[src/design/vgr_pkg.sv]
package vgr_pkg;

  localparam int SAMPLE_W  = 16;
  localparam int SQUARE_W  = 31;
  localparam int ENERGY_W  = 39;
  localparam int MEAN_W    = 31;
  localparam int THRESH_W  = 16;
  localparam int HANG_W    = 16;
  localparam int FRAME_W   = 9;
  localparam int FLUSH_W   = 2;
  localparam int CFG_IDX_W = 2;
  localparam int CFG_DATA_W = 16;

  localparam int DIV_BITS  = ENERGY_W;
  localparam int DIV_CNT_W = $clog2(DIV_BITS + 1);

  localparam logic [CFG_IDX_W-1:0] CFG_VOX_THRESHOLD = 2'd0;
  localparam logic [CFG_IDX_W-1:0] CFG_HANG_FRAMES   = 2'd1;
  localparam logic [CFG_IDX_W-1:0] CFG_FRAME_SAMPLES = 2'd2;

  localparam logic [THRESH_W-1:0] THRESH_RESET = 16'd500;
  localparam logic [HANG_W-1:0]   HANG_RESET   = 16'd10;
  localparam logic [FRAME_W-1:0]  FRAME_RESET  = 9'd160;

  localparam logic [ENERGY_W-1:0] ENERGY_MAX = {ENERGY_W{1'b1}};
  localparam logic [MEAN_W-1:0]   MEAN_MAX   = {MEAN_W{1'b1}};

  typedef enum logic [3:0] {
    ST_IDLE,
    ST_SQUARE,
    ST_ACCUM,
    ST_MEAN_START,
    ST_MEAN_DIV,
    ST_MEAN_SAT,
    ST_NEWTON_START,
    ST_NEWTON_DIV,
    ST_NEWTON_UPD,
    ST_DECIDE
  } vgr_state_e;

  typedef struct packed {
    logic load;
    logic square;
    logic accum;
    logic div_start_mean;
    logic div_start_newton;
    logic div_step;
    logic mean_load;
    logic newton_upd;
    logic decide;
  } vgr_cmd_t;

  typedef struct packed {
    logic last;
    logic skip_rms;
    logic div_last;
    logic mean_zero;
    logic steps_last;
    logic out_free;
  } vgr_sts_t;

endpackage

[src/design/vgr_if.sv]
interface vgr_in_if;
  import vgr_pkg::*;
  logic                       valid;
  logic                       ready;
  logic signed [SAMPLE_W-1:0] sample;
  logic                       last_in_frame;
  logic                       ptt;

  modport source (output valid, output sample, output last_in_frame, output ptt,
                  input ready);
  modport sink (input valid, input sample, input last_in_frame, input ptt,
                output ready);
endinterface

interface vgr_out_if;
  import vgr_pkg::*;
  logic                 valid;
  logic                 ready;
  logic                 transmit_frame;
  logic [FLUSH_W-1:0]   flush_count;
  logic                 voice_active;
  logic [MEAN_W-1:0]    frame_rms;

  modport source (output valid, output transmit_frame, output flush_count,
                  output voice_active, output frame_rms, input ready);
  modport sink (input valid, input transmit_frame, input flush_count,
                input voice_active, input frame_rms, output ready);
endinterface

[src/design/vgr_ctrl.sv]
module vgr_ctrl (
  input  logic              clk_i,
  input  logic              rst_ni,
  input  logic              in_valid_i,
  output logic              in_ready_o,
  input  vgr_pkg::vgr_sts_t sts_i,
  output vgr_pkg::vgr_cmd_t cmd_o
);
  import vgr_pkg::*;

  vgr_state_e state_q, state_d;

  always_ff @(posedge clk_i or negedge rst_ni) begin
    if (!rst_ni) begin
      state_q <= ST_IDLE;
    end else begin
      state_q <= state_d;
    end
  end

  always_comb begin
    state_d = state_q;
    unique case (state_q)
      ST_IDLE: begin
        if (in_valid_i) state_d = ST_SQUARE;
      end
      ST_SQUARE: state_d = ST_ACCUM;
      ST_ACCUM: begin
        if (!sts_i.last) state_d = ST_IDLE;
        else if (sts_i.skip_rms) state_d = ST_DECIDE;
        else state_d = ST_MEAN_START;
      end
      ST_MEAN_START: state_d = ST_MEAN_DIV;
      ST_MEAN_DIV: begin
        if (sts_i.div_last) state_d = ST_MEAN_SAT;
      end
      ST_MEAN_SAT: begin
        if (sts_i.mean_zero) state_d = ST_DECIDE;
        else state_d = ST_NEWTON_START;
      end
      ST_NEWTON_START: state_d = ST_NEWTON_DIV;
      ST_NEWTON_DIV: begin
        if (sts_i.div_last) state_d = ST_NEWTON_UPD;
      end
      ST_NEWTON_UPD: begin
        if (sts_i.steps_last) state_d = ST_DECIDE;
        else state_d = ST_NEWTON_START;
      end
      ST_DECIDE: begin
        if (sts_i.out_free) state_d = ST_IDLE;
      end
      default: state_d = ST_IDLE;
    endcase
  end

  always_comb begin
    cmd_o = '0;
    in_ready_o = 1'b0;
    unique case (state_q)
      ST_IDLE: begin
        in_ready_o = 1'b1;
        cmd_o.load = in_valid_i;
      end
      ST_SQUARE:       cmd_o.square = 1'b1;
      ST_ACCUM:        cmd_o.accum = 1'b1;
      ST_MEAN_START:   cmd_o.div_start_mean = 1'b1;
      ST_MEAN_DIV:     cmd_o.div_step = 1'b1;
      ST_MEAN_SAT:     cmd_o.mean_load = 1'b1;
      ST_NEWTON_START: cmd_o.div_start_newton = 1'b1;
      ST_NEWTON_DIV:   cmd_o.div_step = 1'b1;
      ST_NEWTON_UPD:   cmd_o.newton_upd = 1'b1;
      ST_DECIDE:       cmd_o.decide = sts_i.out_free;
      default: ;
    endcase
  end

endmodule

[src/design/vgr_datapath.sv]
module vgr_datapath #(
  parameter int LOOKBACK_DEPTH = 3,
  parameter int SQRT_STEPS     = 6
) (
  input  logic                                clk_i,
  input  logic                                rst_ni,
  input  logic                                cfg_we_i,
  input  logic [vgr_pkg::CFG_IDX_W-1:0]       cfg_idx_i,
  input  logic [vgr_pkg::CFG_DATA_W-1:0]      cfg_data_i,
  input  logic signed [vgr_pkg::SAMPLE_W-1:0] sample_i,
  input  logic                                last_i,
  input  logic                                ptt_i,
  input  logic                                out_ready_i,
  output logic                                out_valid_o,
  output logic                                transmit_frame_o,
  output logic [vgr_pkg::FLUSH_W-1:0]         flush_count_o,
  output logic                                voice_active_o,
  output logic [vgr_pkg::MEAN_W-1:0]          frame_rms_o,
  input  vgr_pkg::vgr_cmd_t                   cmd_i,
  output vgr_pkg::vgr_sts_t                   sts_o
);
  import vgr_pkg::*;

  localparam int LB_W   = $clog2(LOOKBACK_DEPTH + 1);
  localparam int LBX_W  = (LB_W > FLUSH_W) ? LB_W : FLUSH_W;
  localparam int STEP_W = $clog2(SQRT_STEPS + 1);

  logic [THRESH_W-1:0] thr_q;
  logic [HANG_W-1:0]   hang_frames_q;
  logic [FRAME_W-1:0]  frame_q;

  logic signed [SAMPLE_W-1:0] sample_q;
  logic                       last_q, ptt_q;
  logic [SQUARE_W-1:0]        sq_q;
  logic [ENERGY_W-1:0]        energy_q, energy_d;
  logic [HANG_W-1:0]          hang_q, hang_d;
  logic                       voice_q, voice_d;
  logic                       was_q, was_d;
  logic [LB_W-1:0]            look_q, look_d;
  logic                       prev_ptt_q;

  logic [MEAN_W-1:0]    mean_q, x_q;
  logic [DIV_BITS-1:0]  quot_q;
  logic [MEAN_W-1:0]    rem_q, divisor_q;
  logic [DIV_CNT_W-1:0] cnt_q;
  logic [STEP_W-1:0]    step_q;

  logic                 out_valid_q, tx_q, va_q;
  logic [FLUSH_W-1:0]   flush_q;
  logic [MEAN_W-1:0]    rms_q;

  logic signed [2*SAMPLE_W-1:0] sq_full;
  logic [ENERGY_W:0]            energy_sum;
  logic [MEAN_W:0]              rem_shift;
  logic [MEAN_W:0]              rem_diff;
  logic                         rem_ge;
  logic [MEAN_W:0]              newton_sum;
  logic [MEAN_W-1:0]            mean_sat;
  logic                         skip_rms;
  logic                         send;
  logic [FLUSH_W-1:0]           flush_d;
  logic [LBX_W-1:0]             look_x;
  logic                         voice_dec, was_dec;
  logic [LB_W-1:0]              look_dec;

  assign sq_full    = sample_q * sample_q;
  assign energy_sum = {1'b0, energy_q} + {{(ENERGY_W + 1 - SQUARE_W){1'b0}}, sq_q};
  assign rem_shift  = {rem_q, quot_q[DIV_BITS-1]};
  assign rem_diff   = rem_shift - {1'b0, divisor_q};
  assign rem_ge     = rem_shift >= {1'b0, divisor_q};
  assign newton_sum = {1'b0, x_q} + {1'b0, quot_q[MEAN_W-1:0]};
  assign mean_sat   = (quot_q > {{(DIV_BITS - MEAN_W){1'b0}}, MEAN_MAX}) ? MEAN_MAX
                                                                         : quot_q[MEAN_W-1:0];
  assign skip_rms   = ptt_q || (thr_q == '0);

  assign sts_o.last       = last_q;
  assign sts_o.skip_rms   = skip_rms;
  assign sts_o.div_last   = cnt_q == DIV_CNT_W'(1);
  assign sts_o.mean_zero  = quot_q == '0;
  assign sts_o.steps_last = step_q == STEP_W'(SQRT_STEPS - 1);
  assign sts_o.out_free   = !out_valid_q || out_ready_i;

  always_comb begin
    send      = 1'b0;
    flush_d   = '0;
    hang_d    = hang_q;
    voice_dec = voice_q;
    was_dec   = was_q;
    look_dec  = look_q;
    if (ptt_q) begin
      send = 1'b1;
    end else if (thr_q != '0) begin
      if (x_q >= {{(MEAN_W - THRESH_W){1'b0}}, thr_q}) begin
        hang_d    = hang_frames_q;
        voice_dec = 1'b1;
      end else if (hang_q != '0) begin
        hang_d = hang_q - HANG_W'(1);
      end else begin
        voice_dec = 1'b0;
      end
      if (voice_dec) begin
        send = 1'b1;
      end else begin
        if (look_q < LB_W'(LOOKBACK_DEPTH)) look_dec = look_q + LB_W'(1);
        was_dec = 1'b0;
      end
    end
    look_x = LBX_W'(look_dec);
    if (send) begin
      if (!was_dec && (look_dec != '0)) begin
        flush_d  = (look_x > LBX_W'(3)) ? FLUSH_W'(3) : look_x[FLUSH_W-1:0];
        look_dec = '0;
      end
      was_dec = 1'b1;
    end

    voice_d  = voice_q;
    was_d    = was_q;
    look_d   = look_q;
    energy_d = energy_q;
    if (cmd_i.decide) begin
      voice_d  = voice_dec;
      was_d    = was_dec;
      look_d   = look_dec;
      energy_d = '0;
    end else begin
      hang_d = hang_q;
    end
    if (cmd_i.accum) begin
      energy_d = energy_sum[ENERGY_W] ? ENERGY_MAX : energy_sum[ENERGY_W-1:0];
    end
    if (cmd_i.load && prev_ptt_q && !ptt_i) begin
      hang_d  = '0;
      voice_d = 1'b0;
    end
    if (cfg_we_i && (cfg_idx_i == CFG_VOX_THRESHOLD)) begin
      hang_d  = '0;
      voice_d = 1'b0;
    end
  end

  always_ff @(posedge clk_i or negedge rst_ni) begin
    if (!rst_ni) begin
      thr_q         <= THRESH_RESET;
      hang_frames_q <= HANG_RESET;
      frame_q       <= FRAME_RESET;
      energy_q      <= '0;
      hang_q        <= '0;
      voice_q       <= 1'b0;
      was_q         <= 1'b0;
      look_q        <= '0;
      prev_ptt_q    <= 1'b0;
      out_valid_q   <= 1'b0;
    end else begin
      if (cfg_we_i) begin
        unique case (cfg_idx_i)
          CFG_VOX_THRESHOLD: thr_q         <= cfg_data_i[THRESH_W-1:0];
          CFG_HANG_FRAMES:   hang_frames_q <= cfg_data_i[HANG_W-1:0];
          CFG_FRAME_SAMPLES: frame_q       <= cfg_data_i[FRAME_W-1:0];
          default: ;
        endcase
      end
      energy_q <= energy_d;
      hang_q   <= hang_d;
      voice_q  <= voice_d;
      was_q    <= was_d;
      look_q   <= look_d;
      if (cmd_i.load) prev_ptt_q <= ptt_i;
      if (cmd_i.decide) out_valid_q <= 1'b1;
      else if (out_ready_i) out_valid_q <= 1'b0;
    end
  end

  always_ff @(posedge clk_i) begin
    if (cmd_i.load) begin
      sample_q <= sample_i;
      last_q   <= last_i;
      ptt_q    <= ptt_i;
    end
    if (cmd_i.square) sq_q <= sq_full[SQUARE_W-1:0];
    if (cmd_i.div_start_mean) begin
      quot_q    <= energy_q;
      divisor_q <= (frame_q == '0) ? MEAN_W'(1) : MEAN_W'(frame_q);
      rem_q     <= '0;
      cnt_q     <= DIV_CNT_W'(DIV_BITS);
    end else if (cmd_i.div_start_newton) begin
      quot_q    <= DIV_BITS'(mean_q);
      divisor_q <= x_q;
      rem_q     <= '0;
      cnt_q     <= DIV_CNT_W'(DIV_BITS);
    end else if (cmd_i.div_step) begin
      rem_q  <= rem_ge ? rem_diff[MEAN_W-1:0] : rem_shift[MEAN_W-1:0];
      quot_q <= {quot_q[DIV_BITS-2:0], rem_ge};
      cnt_q  <= cnt_q - DIV_CNT_W'(1);
    end
    if (cmd_i.mean_load) begin
      mean_q <= mean_sat;
      x_q    <= mean_sat;
      step_q <= '0;
    end else if (cmd_i.newton_upd) begin
      x_q    <= newton_sum[MEAN_W:1];
      step_q <= step_q + STEP_W'(1);
    end
    if (cmd_i.decide) begin
      tx_q    <= send;
      flush_q <= flush_d;
      va_q    <= voice_dec;
      rms_q   <= skip_rms ? '0 : x_q;
    end
  end

  assign out_valid_o      = out_valid_q;
  assign transmit_frame_o = tx_q;
  assign flush_count_o    = flush_q;
  assign voice_active_o   = va_q;
  assign frame_rms_o      = rms_q;

endmodule

[src/design/vox_gate_rms_hangtime.sv]
// Channel   Dir  Payload                                              Handshake
// in_chan   in   sample, last_in_frame, ptt                           valid/ready
// out_chan  out  transmit_frame, flush_count, voice_active, frame_rms valid/ready
// cfg       in   cfg_idx_i, cfg_data_i                                cfg_we_i
//
// Ordinary sample: accept, square and accumulate, in that order.
// Frame end with ptt low and non-zero threshold: mean, then Newton steps if the mean is non-zero,
// on the one-bit-per-cycle divider shared by the mean and every Newton step.
// Frame end with ptt held or zero threshold: straight from accumulate to the decision.
// Reset is asynchronous and needs no clearing pass.
// A result waits in the output register; the next frame end stalls only while it is held.
module vox_gate_rms_hangtime #(
  parameter int LOOKBACK_DEPTH = 3,
  parameter int SQRT_STEPS     = 6
) (
  input  logic                           clk_i,
  input  logic                           rst_ni,
  vgr_in_if.sink                         in_chan,
  vgr_out_if.source                      out_chan,
  input  logic                           cfg_we_i,
  input  logic [vgr_pkg::CFG_IDX_W-1:0]  cfg_idx_i,
  input  logic [vgr_pkg::CFG_DATA_W-1:0] cfg_data_i
);
  import vgr_pkg::*;

  vgr_cmd_t cmd;
  vgr_sts_t sts;

  vgr_ctrl u_ctrl (
    .clk_i      (clk_i),
    .rst_ni     (rst_ni),
    .in_valid_i (in_chan.valid),
    .in_ready_o (in_chan.ready),
    .sts_i      (sts),
    .cmd_o      (cmd)
  );

  vgr_datapath #(
    .LOOKBACK_DEPTH (LOOKBACK_DEPTH),
    .SQRT_STEPS     (SQRT_STEPS)
  ) u_datapath (
    .clk_i            (clk_i),
    .rst_ni           (rst_ni),
    .cfg_we_i         (cfg_we_i),
    .cfg_idx_i        (cfg_idx_i),
    .cfg_data_i       (cfg_data_i),
    .sample_i         (in_chan.sample),
    .last_i           (in_chan.last_in_frame),
    .ptt_i            (in_chan.ptt),
    .out_ready_i      (out_chan.ready),
    .out_valid_o      (out_chan.valid),
    .transmit_frame_o (out_chan.transmit_frame),
    .flush_count_o    (out_chan.flush_count),
    .voice_active_o   (out_chan.voice_active),
    .frame_rms_o      (out_chan.frame_rms),
    .cmd_i            (cmd),
    .sts_o            (sts)
  );

endmodule
[src/flat_wrapper.sv]
// flat-port wrapper written by rule: the top's interface ports become plain ports
module vox_gate_rms_hangtime_flat import vgr_pkg::*;
#(
  parameter int LOOKBACK_DEPTH = 3,
  parameter int SQRT_STEPS     = 6
)
  (clk_i, rst_ni, cfg_we_i, cfg_idx_i, cfg_data_i, in_chan_valid, in_chan_sample, in_chan_last_in_frame, in_chan_ptt, in_chan_ready, out_chan_valid, out_chan_transmit_frame, out_chan_flush_count, out_chan_voice_active, out_chan_frame_rms, out_chan_ready);
  vgr_in_if in_chan_i ();
  vgr_out_if out_chan_i ();
  input  logic clk_i;
  input  logic rst_ni;
  input  logic cfg_we_i;
  input  logic [vgr_pkg::CFG_IDX_W-1:0] cfg_idx_i;
  input  logic [vgr_pkg::CFG_DATA_W-1:0] cfg_data_i;
  input wire logic [$bits(in_chan_i.valid)-1:0] in_chan_valid;
  input wire logic [$bits(in_chan_i.sample)-1:0] in_chan_sample;
  input wire logic [$bits(in_chan_i.last_in_frame)-1:0] in_chan_last_in_frame;
  input wire logic [$bits(in_chan_i.ptt)-1:0] in_chan_ptt;
  output wire logic [$bits(in_chan_i.ready)-1:0] in_chan_ready;
  output wire logic [$bits(out_chan_i.valid)-1:0] out_chan_valid;
  output wire logic [$bits(out_chan_i.transmit_frame)-1:0] out_chan_transmit_frame;
  output wire logic [$bits(out_chan_i.flush_count)-1:0] out_chan_flush_count;
  output wire logic [$bits(out_chan_i.voice_active)-1:0] out_chan_voice_active;
  output wire logic [$bits(out_chan_i.frame_rms)-1:0] out_chan_frame_rms;
  input wire logic [$bits(out_chan_i.ready)-1:0] out_chan_ready;
  assign in_chan_i.valid = in_chan_valid;
  assign in_chan_i.sample = in_chan_sample;
  assign in_chan_i.last_in_frame = in_chan_last_in_frame;
  assign in_chan_i.ptt = in_chan_ptt;
  assign in_chan_ready = in_chan_i.ready;
  assign out_chan_valid = out_chan_i.valid;
  assign out_chan_transmit_frame = out_chan_i.transmit_frame;
  assign out_chan_flush_count = out_chan_i.flush_count;
  assign out_chan_voice_active = out_chan_i.voice_active;
  assign out_chan_frame_rms = out_chan_i.frame_rms;
  assign out_chan_i.ready = out_chan_ready;
  vox_gate_rms_hangtime #(.LOOKBACK_DEPTH(LOOKBACK_DEPTH), .SQRT_STEPS(SQRT_STEPS)) u_core (.clk_i(clk_i), .rst_ni(rst_ni), .in_chan(in_chan_i), .out_chan(out_chan_i), .cfg_we_i(cfg_we_i), .cfg_idx_i(cfg_idx_i), .cfg_data_i(cfg_data_i));
endmodule
[config.mk]
export PLATFORM = sky130hd
export DESIGN_NAME = vox_gate_rms_hangtime_flat
export DESIGN_NICKNAME = d
export VERILOG_FILES = /design/src/design/vgr_pkg.sv /design/src/design/vgr_if.sv /design/src/design/vgr_ctrl.sv /design/src/design/vgr_datapath.sv /design/src/design/vox_gate_rms_hangtime.sv /design/src/flat_wrapper.sv
export SDC_FILE = /design/constraint.sdc
export NUM_CORES = 1
export LEC_CHECK = 0
export ABC_AREA = 1
export BUFFER_PORTS_ARGS = -buffer_cell sky130_fd_sc_hd__buf_2
export CELL_PAD_IN_SITES_DETAIL_PLACEMENT = 0
export CELL_PAD_IN_SITES_GLOBAL_PLACEMENT = 1
export CORE_UTILIZATION = 53
export DETAILED_ROUTE_END_ITERATION = 10
export GPL_TIMING_DRIVEN = 0
export PLACE_DENSITY_LB_ADDON = 0.1
export SYNTH_ARGS = -nofsm -noshare
export SYNTH_HDL_FRONTEND = slang
export SYNTH_SLANG_ARGS = --single-unit
[constraint.sdc]
create_clock -name clk_i -period 10.4 [get_ports clk_i]
set_input_delay 1.56 -clock clk_i [delete_from_list [all_inputs] [get_ports clk_i]]
set_output_delay 1.56 -clock clk_i [all_outputs]
set_load 0.005 [all_outputs]
# Yosys cells after proc, flatten, opt, wreduce, memory -nomap -nowiden
# Index checks and enable logic that the tools add are counted.
dict set report word_totals {
  register_bits 362
  input_bits 41
  out_inout_bits 37
  elab_cells 154
}
dict set report classes {
  n_addsub 7
  multipliers 1
  order_cmp 5
  eq_ne 18
  muxes 64
  n_reduce_logical 33
}
# op n
set op_table {}
lappend op_table {{$mux W39} 6}
lappend op_table {{$mux W31} 6}
lappend op_table {{$mux W16} 7}
lappend op_table {{$add A39 B31 Y40} 1}
lappend op_table {{$pmux W4 S10} 1}
lappend op_table {{$gt A39 B31 Y1 const B} 1}
lappend op_table {{$logic_not A39 Y1} 1}
lappend op_table {{$add A31 B31 Y32} 1}
lappend op_table {{$ge A32 B31 Y1} 1}
lappend op_table {{$mux W4} 8}
lappend op_table {{$reduce_bool A16 Y1} 2}
lappend op_table {{$ge A31 B16 Y1} 1}
lappend op_table {{$mul A16 B16 Y31} 1}
lappend op_table {{$sub A31 B31 Y31} 1}
lappend op_table {{$mux W1} 28}
lappend op_table {{$eq A4 B3 Y1 const B} 4}
lappend op_table {{$logic_not A16 Y1} 1}
lappend op_table {{$sub A16 B1 Y16 const B} 1}
lappend op_table {{$mux W2} 7}
lappend op_table {{$reduce_bool A2 Y1} 5}
lappend op_table {{$logic_not A9 Y1} 1}
lappend op_table {{$mux W9} 1}
lappend op_table {{$reduce_bool A3 Y1} 3}
lappend op_table {{$eq A4 B2 Y1 const B} 2}
lappend op_table {{other kinds (23)} 37}

# Logic depth before layout (Yosys ltp)
# Gate-level depths: netlist of run 1.
dict set report logic_depth {
  word_depth 12
  mapped_depth 28
  depth_no_buf 27
}

# Modules after synthesis
# From an unflattened synthesis of run 1, not the netlist that was laid out.
dict set report unflattened {
  cells_unflattened 3862
  hier_area_um2 30864.6
}
# mod instances cells_each area_each_um2
set modules_own_cells {}
lappend modules_own_cells {vgr_datapath 1 3786 30461.7}
lappend modules_own_cells {vgr_ctrl 1 76 402.9}

# Least setup slack after synthesis of run 1
# No wires, ideal clock.
dict set report synth_path {
  path_type {register -> register}
  from {register u_core.u_datapath.sample_q[15]}
  to {register u_core.u_datapath.sq_q[27] (data pin)}
  setup_time_ns 0.259
  arrival_time_ns 5.808
  slack_ns 4.333
  stages_incl_launch_ff 25
  synth_period_minus_slack_ns 6.067
  cell_sequence {edfxtp_1 -> clkbuf_1 -> buf_1 -> nand2_1 -> inv_1 -> fa_1 -> inv_1 -> fa_1 -> inv_1 -> fa_1 -> fa_1 -> fa_1 -> inv_1 -> fa_1 -> inv_1 -> ha_1 -> nand2_1 -> nor2_1 -> and2_1 -> nand4_1 -> nand3_1 -> nand2_1 -> nand2_1 -> a21oi_1 -> xnor2_1}
}
dict set report synth_between {
  elab_chain_len 1
}
# element line
set synth_rtl {}
lappend synth_rtl {{from (decl)} vgr_datapath.sv:32} ;# logic signed [SAMPLE_W-1:0] sample_q;
lappend synth_rtl {{from (signal assigned)} vgr_datapath.sv:176} ;# sample_q <= sample_i;
lappend synth_rtl {{$mul A16 B16 Y31} vgr_datapath.sv:66} ;# assign sq_full = sample_q * sample_q;
lappend synth_rtl {{net u_core.u_datapath.sq_full[27]} vgr_datapath.sv:52} ;# logic signed [2*SAMPLE_W-1:0] sq_full;
lappend synth_rtl {{to (signal assigned)} vgr_datapath.sv:180} ;# if (cmd_i.square) sq_q <= sq_full[SQUARE_W-1:0];
lappend synth_rtl {{to (decl)} vgr_datapath.sv:34} ;# logic [SQUARE_W-1:0] sq_q;
# The timed path passes the listed nets, and every way through them passes these cells.
# A chain may end at the register's enable or synchronous reset.

# Worst setup path after layout of run 1
dict set report layout_path {
  from {register u_core.u_datapath.sample_q[6]}
  to {register u_core.u_datapath.sq_q[26] (data pin)}
}
# Same word-level chain as after synthesis.

==> results of run 1 <==
## final timing paths
path | from | to
max | u_core.u_datapath.sample_q[6] | u_core.u_datapath.sq_q[26]
min | u_core.u_datapath.rem_q[16] | u_core.u_datapath.rem_q[16]
max reg2reg | u_core.u_datapath.sample_q[6] | u_core.u_datapath.sq_q[26]
min reg2reg | u_core.u_datapath.rem_q[16] | u_core.u_datapath.rem_q[16]
max in group asynchronous | rst_ni | u_core.u_datapath.energy_q[29]
min in group asynchronous | rst_ni | u_core.u_datapath.hang_q[9]
## per-layer routing
layer | GRT usage, % | wire (microns) | share of wire [%]
met4 | 8.03 | 2300 | 2.7
met2 | 49.9 | 40400 | 47
met3 | 3.46 | 4380 | 5.1
met5 | 0 | 0 | 0
met1 | 40.3 | 38000 | 45
## Yosys cell counts (all sizes together) (2+ instances only)
cell,number
clkbuf,67
nand3,149
dfxtp,40
buf,30
a211oi,2
nor3b,2
a21boi,5
inv,807
o21a,5
nor3,28
nand4,42
a31oi,18
dfstp,10
o21bai,12
or2,14
and3,2
ha,197
nand2,951
a21o,12
dfrtp,96
nor4,10
nand3b,6
a21oi,153
xnor2,48
mux2,5
and2,2
o2111ai,2
o211ai,45
a31o,4
a22oi,2
edfxtp,215
fa,232
o22ai,13
nor2,353
o21ai,248
xor2,66
## through the flow
stage                     area, sq um  hold WS (ns)
after floorplan                 30900         0.424
after global placement          32300         0.457
after detailed placement        32400         0.462
after CTS                       33900         0.473
after global routing            33900         0.493
final                           33900         0.468
## flip-flops by register name, summed over array words and instances, names as in the netlist, 2 cells and up
signal,count
u_core.u_datapath.x_q,31
u_core.u_datapath.step_q,3
u_core.u_datapath.energy_q,39
u_core.u_datapath.thr_q,16
u_core.u_datapath.sample_q,16
u_core.u_datapath.hang_q,16
u_core.u_datapath.look_q,2
u_core.u_datapath.hang_frames_q,16
u_core.u_datapath.rem_q,31
u_core.u_datapath.sq_q,30
u_core.u_ctrl.state_q,4
u_core.u_datapath.divisor_q,31
u_core.u_datapath.quot_q,39
u_core.u_datapath.cnt_q,6
u_core.u_datapath.frame_rms_o,31
u_core.u_datapath.mean_q,31
u_core.u_datapath.frame_q,9
u_core.u_datapath.flush_count_o,2
## worst max-delay path, cell delays in order, from the launching register on
cell      delay [ns]
edfxtp_1        0.37
clkbuf_1        0.48
clkbuf_1        0.62
nand2_1         0.25
fa_1            0.58
inv_1           0.05
fa_1            0.47
fa_1            0.53
fa_1            0.53
fa_1            0.55
inv_1           0.05
fa_1            0.55
inv_1           0.05
ha_1            0.37
nand2_1         0.13
nor2_1          0.15
nor3b_1         0.52
nand4_1         0.20
nand3_1         0.20
a21o_1          0.18
nand2_1         0.07
nand3_1         0.07
nand2_1         0.05
## final cells by class
class | instances | area share (%)
inverter | 808 | 8.95
buffer | 97 | 1.30
tap | 765 | 2.82
timing repair buffer | 80 | 1.38
multi-input combinational | 2631 | 51.8
clock inverter | 27 | 1.00
sequential | 361 | 29.3
clock buffer | 53 | 3.47
## layout by cell type, fill, tap and decap left out, types with 45 or more instances in the layout
cell | netlist | layout
fa_1 | 232 | 232
xor2_1 | 66 | 66
o21ai_0 | 203 | 203
nand2_1 | 942 | 941
ha_1 | 197 | 197
clkbuf_1 | 67 | 71
inv_1 | 789 | 788
xnor2_1 | 48 | 48
dfrtp_1 | 96 | 96
edfxtp_1 | 215 | 215
nand3_1 | 134 | 134
o211ai_1 | 45 | 45
buf_2 | 13 | 89
nor2_1 | 347 | 346
a21oi_1 | 150 | 150
## cell families after synthesis
kind of cell               after synthesis
AOI/OAI and AO/OA                      523
adders and majority gates              429
and+or+nand+nor                       1559
buffers and inverters                  905
xor gates and xnor gates               114
muxes                                    6
DFF                                    361
==> impl_metrics.tcl, run 1 <==
set metrics [dict create \
    status "complete, no violations" \
    end_kind "register" \
    crit_required_ns 10.76 \
    post-route-worst-setup-slack_ns 3.13 \
    finalMaxSlewViolations 0 \
    cts.htree.levels 2 \
    r2r_cells 22 \
    gp_congestion 0.963 \
    arrival_ns 7.63 \
    fp.coreArea_sq_mm 0.0577 \
    grt-ovfl-total 0 \
    max_slew_margin_pct 16.4 \
    synth_top_family_by_area "adder cells" \
    synth_xor_area_share_pct 3.23 \
    setup_tns_ns 0 \
    cts_tree "done" \
    path_clk_slew_ns 0.06 \
    cp_max_fo 10 \
    synth_area_leaders "edfxtp_1 (21%), fa_1 (15%), nand2_1 (11%)" \
    post-dp-hpwl_microns 69500 \
    die_x_microns 244 \
    dominantRegCellSynth "edfxtp_1" \
    tightestPinTransition_ns 1.25 \
    holdBufCountCts 0 \
    clock_latency_ns 0.60 \
    numCtsBuffers 43 \
    synth-async-reset-ratio_pct 29.4 \
    cp-start-kind "register" \
    syn_area_sq_mm 0.0309 \
    hold_viol 0 \
    ctsRootBufferMaster "clkbuf_16" \
    avgSynthCellArea_sq_um 7.94 \
    port_buffers 77 \
    die_area_sq_mm 0.0594 \
    antenna_found_initial 1 \
    syn_inst 3897 \
    synth-compound-area-share_pct 9.49 \
    crit_type "reg -> reg" \
    grt_max_degree 82 \
    synthMuxAreaShare_pct 0.214 \
    drive_above_1_share_pct 6.70 \
    num_vias 25300 \
    synth_top_cell_area_share_pct 20.9 \
    holdPathStages 2 \
    synth_fa_ha_area_share_pct 23.0 \
    period_needed_ns 7.27 \
    drv_cap 0 \
    fin_cells 4822 \
    ys_ff_latch 361 \
    multi_input_area_sq_mm 0.0176 \
    start_util_pct 53.6 \
    ff_latch_area_sq_mm 0.00992 \
    synth_top_cell_by_area "edfxtp_1" \
    rrSetupSlack_ns 3.13 \
    die_h_microns 244 \
    syn_nets 4367 \
    synth_warnings 0 \
    fin_nets 4492 \
    finalCritPeriodShare_pct 69.9 \
    post_cts_buffers 0 \
    drtIter0Drc 1694 \
    rows 88 \
    finalWirelength_microns 85100 \
    place_inst 4742 \
    setup_viol 0 \
    boundaryPins 78 \
    drt_pass1_iterations 6 \
    dp_slack_ns 3.23 \
    synth_seq_area_share_pct 32.1 \
    track_usage_pct 29.6 \
    synth_edf_count 215 \
    grt_first_pass_wirelength_microns 136000 \
    grt_pass1_vias 25500 \
    clkSinkCount 361 \
    area_growth_pct 9.52 \
    fillers 5515 \
    rsz0062_at_grt "no" \
    drc 0 \
    finalClockSkew_ns 0.0318 \
    synth-simple-area-share_pct 20.8 \
    clockBufferDepth 3 \
    ys_types 56 \
    wl_per_cell_microns 17.6 \
    ant_nets 0 \
    hold_class "reg -> reg" \
    viasPerCell 5.25 \
    num_antenna_cells 0 \
    post_cts_resized 0 \
    utilization_pct 58.7 \
    max_freq_ghz 0.138 \
]
Power of run 1 is not shown: default switching activity piles up to over one toggle a cycle in this logic, so the estimate is an artifact.
==> inputs of run 2 (changes only) <==
Settings changed: CORE_UTILIZATION 53 to 44.
Clock period 10.4 ns to 6.1 ns, I/O delays scaled along.
==> impl_metrics.tcl, run 2 (synthesis gave the netlist of run 1 again) <==
set metrics [dict create \
    cts.htree.levels 2 \
    final_area_sq_mm 0.0348 \
    start_util_pct 44.8 \
    crit_required_ns 6.44 \
    max_slew_margin_pct 14.3 \
    crit_family "adder cells" \
    grtUsageMet1_pct 34.7 \
    cp-start-kind "register" \
    die_h_microns 267 \
    num_vias 25200 \
    path_clk_slew_ns 0.06 \
    viasPerCell 5.02 \
    crit_type "reg -> reg" \
    clock_latency_ns 0.61 \
    finalMaxSlewViolations 0 \
    area_growth_pct 12.5 \
    setup_tns_ns 0 \
    status "complete, no violations" \
    ctsRootBufferMaster "clkbuf_16" \
    fin_nets 4524 \
    grt_use_met2_pct 43.0 \
    finalWirelength_microns 88900 \
    grt_use_met3_pct 2.92 \
    cts_tree "done" \
    period_needed_ns 6.08 \
    hold_viol 0 \
    num_antenna_cells 0 \
    multi_input_area_sq_mm 0.0179 \
    drc 0 \
    grt_max_degree 63 \
    layout_common_cells "nand2_1 (929), inv_1 (778), nor2_1 (341)" \
    arrival_ns 6.43 \
    post-dp-hpwl_microns 72200 \
    antenna_found_initial 0 \
    die_area_sq_mm 0.0714 \
    path_buf_inv 12 \
    wl_per_cell_microns 17.7 \
    gp_congestion 0.916 \
    ff_latch_area_sq_mm 0.00992 \
    max_freq_ghz 0.164 \
    ant_nets 0 \
    numCtsBuffers 45 \
    end_kind "register" \
    placedInstanceArea_sq_mm 0.0326 \
    fillers 6911 \
    finalCritPeriodShare_pct 99.7 \
    hold_class "in -> async" \
    cp_max_fo 7 \
    busiest_layer "met2" \
    rsz0062_at_grt "yes" \
    drtIter0Drc 1531 \
    setup_viol 0 \
    clockBufferDepth 3 \
    drive_above_1_share_pct 9.75 \
    critPathSlowestCell "fa_2" \
    tightestPinTransition_ns 1.29 \
    port_buffers 77 \
    grt_pass1_vias 25400 \
    track_usage_pct 25.5 \
    rows 96 \
    fp.coreArea_sq_mm 0.0691 \
    grt_first_pass_wirelength_microns 140000 \
    critPathMaxStageDelay_ns 0.59 \
    drv_cap 0 \
    drt_pass1_iterations 5 \
    finalClockSkew_ns 0.0434 \
    clkSinkCount 361 \
    reg_top3 "u_core.u_datapath.energy_q: 39 flops, u_core.u_datapath.quot_q: 39 flops" \
    grt-ovfl-total 0 \
    die_x_microns 267 \
    boundaryPins 78 \
    final_common_cell "nand2_1" \
]
-- run 2: final timing paths --
| kind | from | to | slack, ns | depth (start not counted) |
|---|---|---|---|---|
| worst max-delay path | u_core.u_datapath.sample_q[15] | u_core.u_datapath.sq_q[30] | 0.02 | 27 |
| worst min-delay path | rst_ni | u_core.u_datapath.hang_q[3] | 0.25 | 1 |
| worst max register to register | u_core.u_datapath.sample_q[15] | u_core.u_datapath.sq_q[30] | 0.02 | 27 |
| worst min register to register | u_core.u_datapath.rem_q[30] | u_core.u_datapath.rem_q[30] | 0.47 | 2 |
| max in group asynchronous | rst_ni | u_core.u_datapath.energy_q[28] | 5.10 | 2 |
| min in group clk_i | u_core.u_datapath.rem_q[30] | u_core.u_datapath.rem_q[30] | 0.47 | 2 |
-- run 2: layout make-up --
type	count	area share (%)
Buffer	87	1.55
Multi-Input combinational cell	2631	51.3
Tap cell	931	3.35
Clock inverter	26	0.938
Clock buffer	58	3.40
Sequential cell	361	28.5
Inverter	808	8.74
Timing Repair Buffer	120	2.21
-- run 2: metrics by stage --
stage	util, %	hold WS (ns)	cells	worst slack (ns)
final	50.4	0.255	5022	0.0157
after global routing	50.4	0.269	5022	-0.140
after CTS	50.0	0.241	5009	0.00613
after detailed placement	47.1	0.462	4907	-1.03
after global placement	47.0	0.458	4905	-1.05
after floorplan	-	0.424	3897	0.0333
-- run 2: worst register-to-register path: cells and delay by family, from the launching register on --
kind / cells / cell delay [ns]
adders and majority gates: 7 / 3.39
buffers and inverters: 12 / 1.10
AOI/OAI and AO/OA: 4 / 0.53
DFF: 1 / 0.45
and+or+nand+nor: 4 / 0.37
-- run 2: layer usage --
layer / share of wire (%) / up-vias / routed length (microns)
met3: 4.0 / 101 / 3540
met4: 2.5 / 0 / 2180
li1: - / 12600 / -
met2: 47 / 484 / 42000
met1: 46 / 12000 / 41200
met5: 0 / - / 0
-- run 2: what timing repair did --
| item | CTS | global route |
|---|---|---|
| endpoints found under the setup margin | 19 | 15 |
| resized for setup | 92 | 57 |
| hold buffers | 0 | 0 |
| pin swaps | 13 | 34 |
| setup buffers | 27 | 14 |
| gates cloned | 0 | 0 |
Power of run 2 is left out for the same reason.
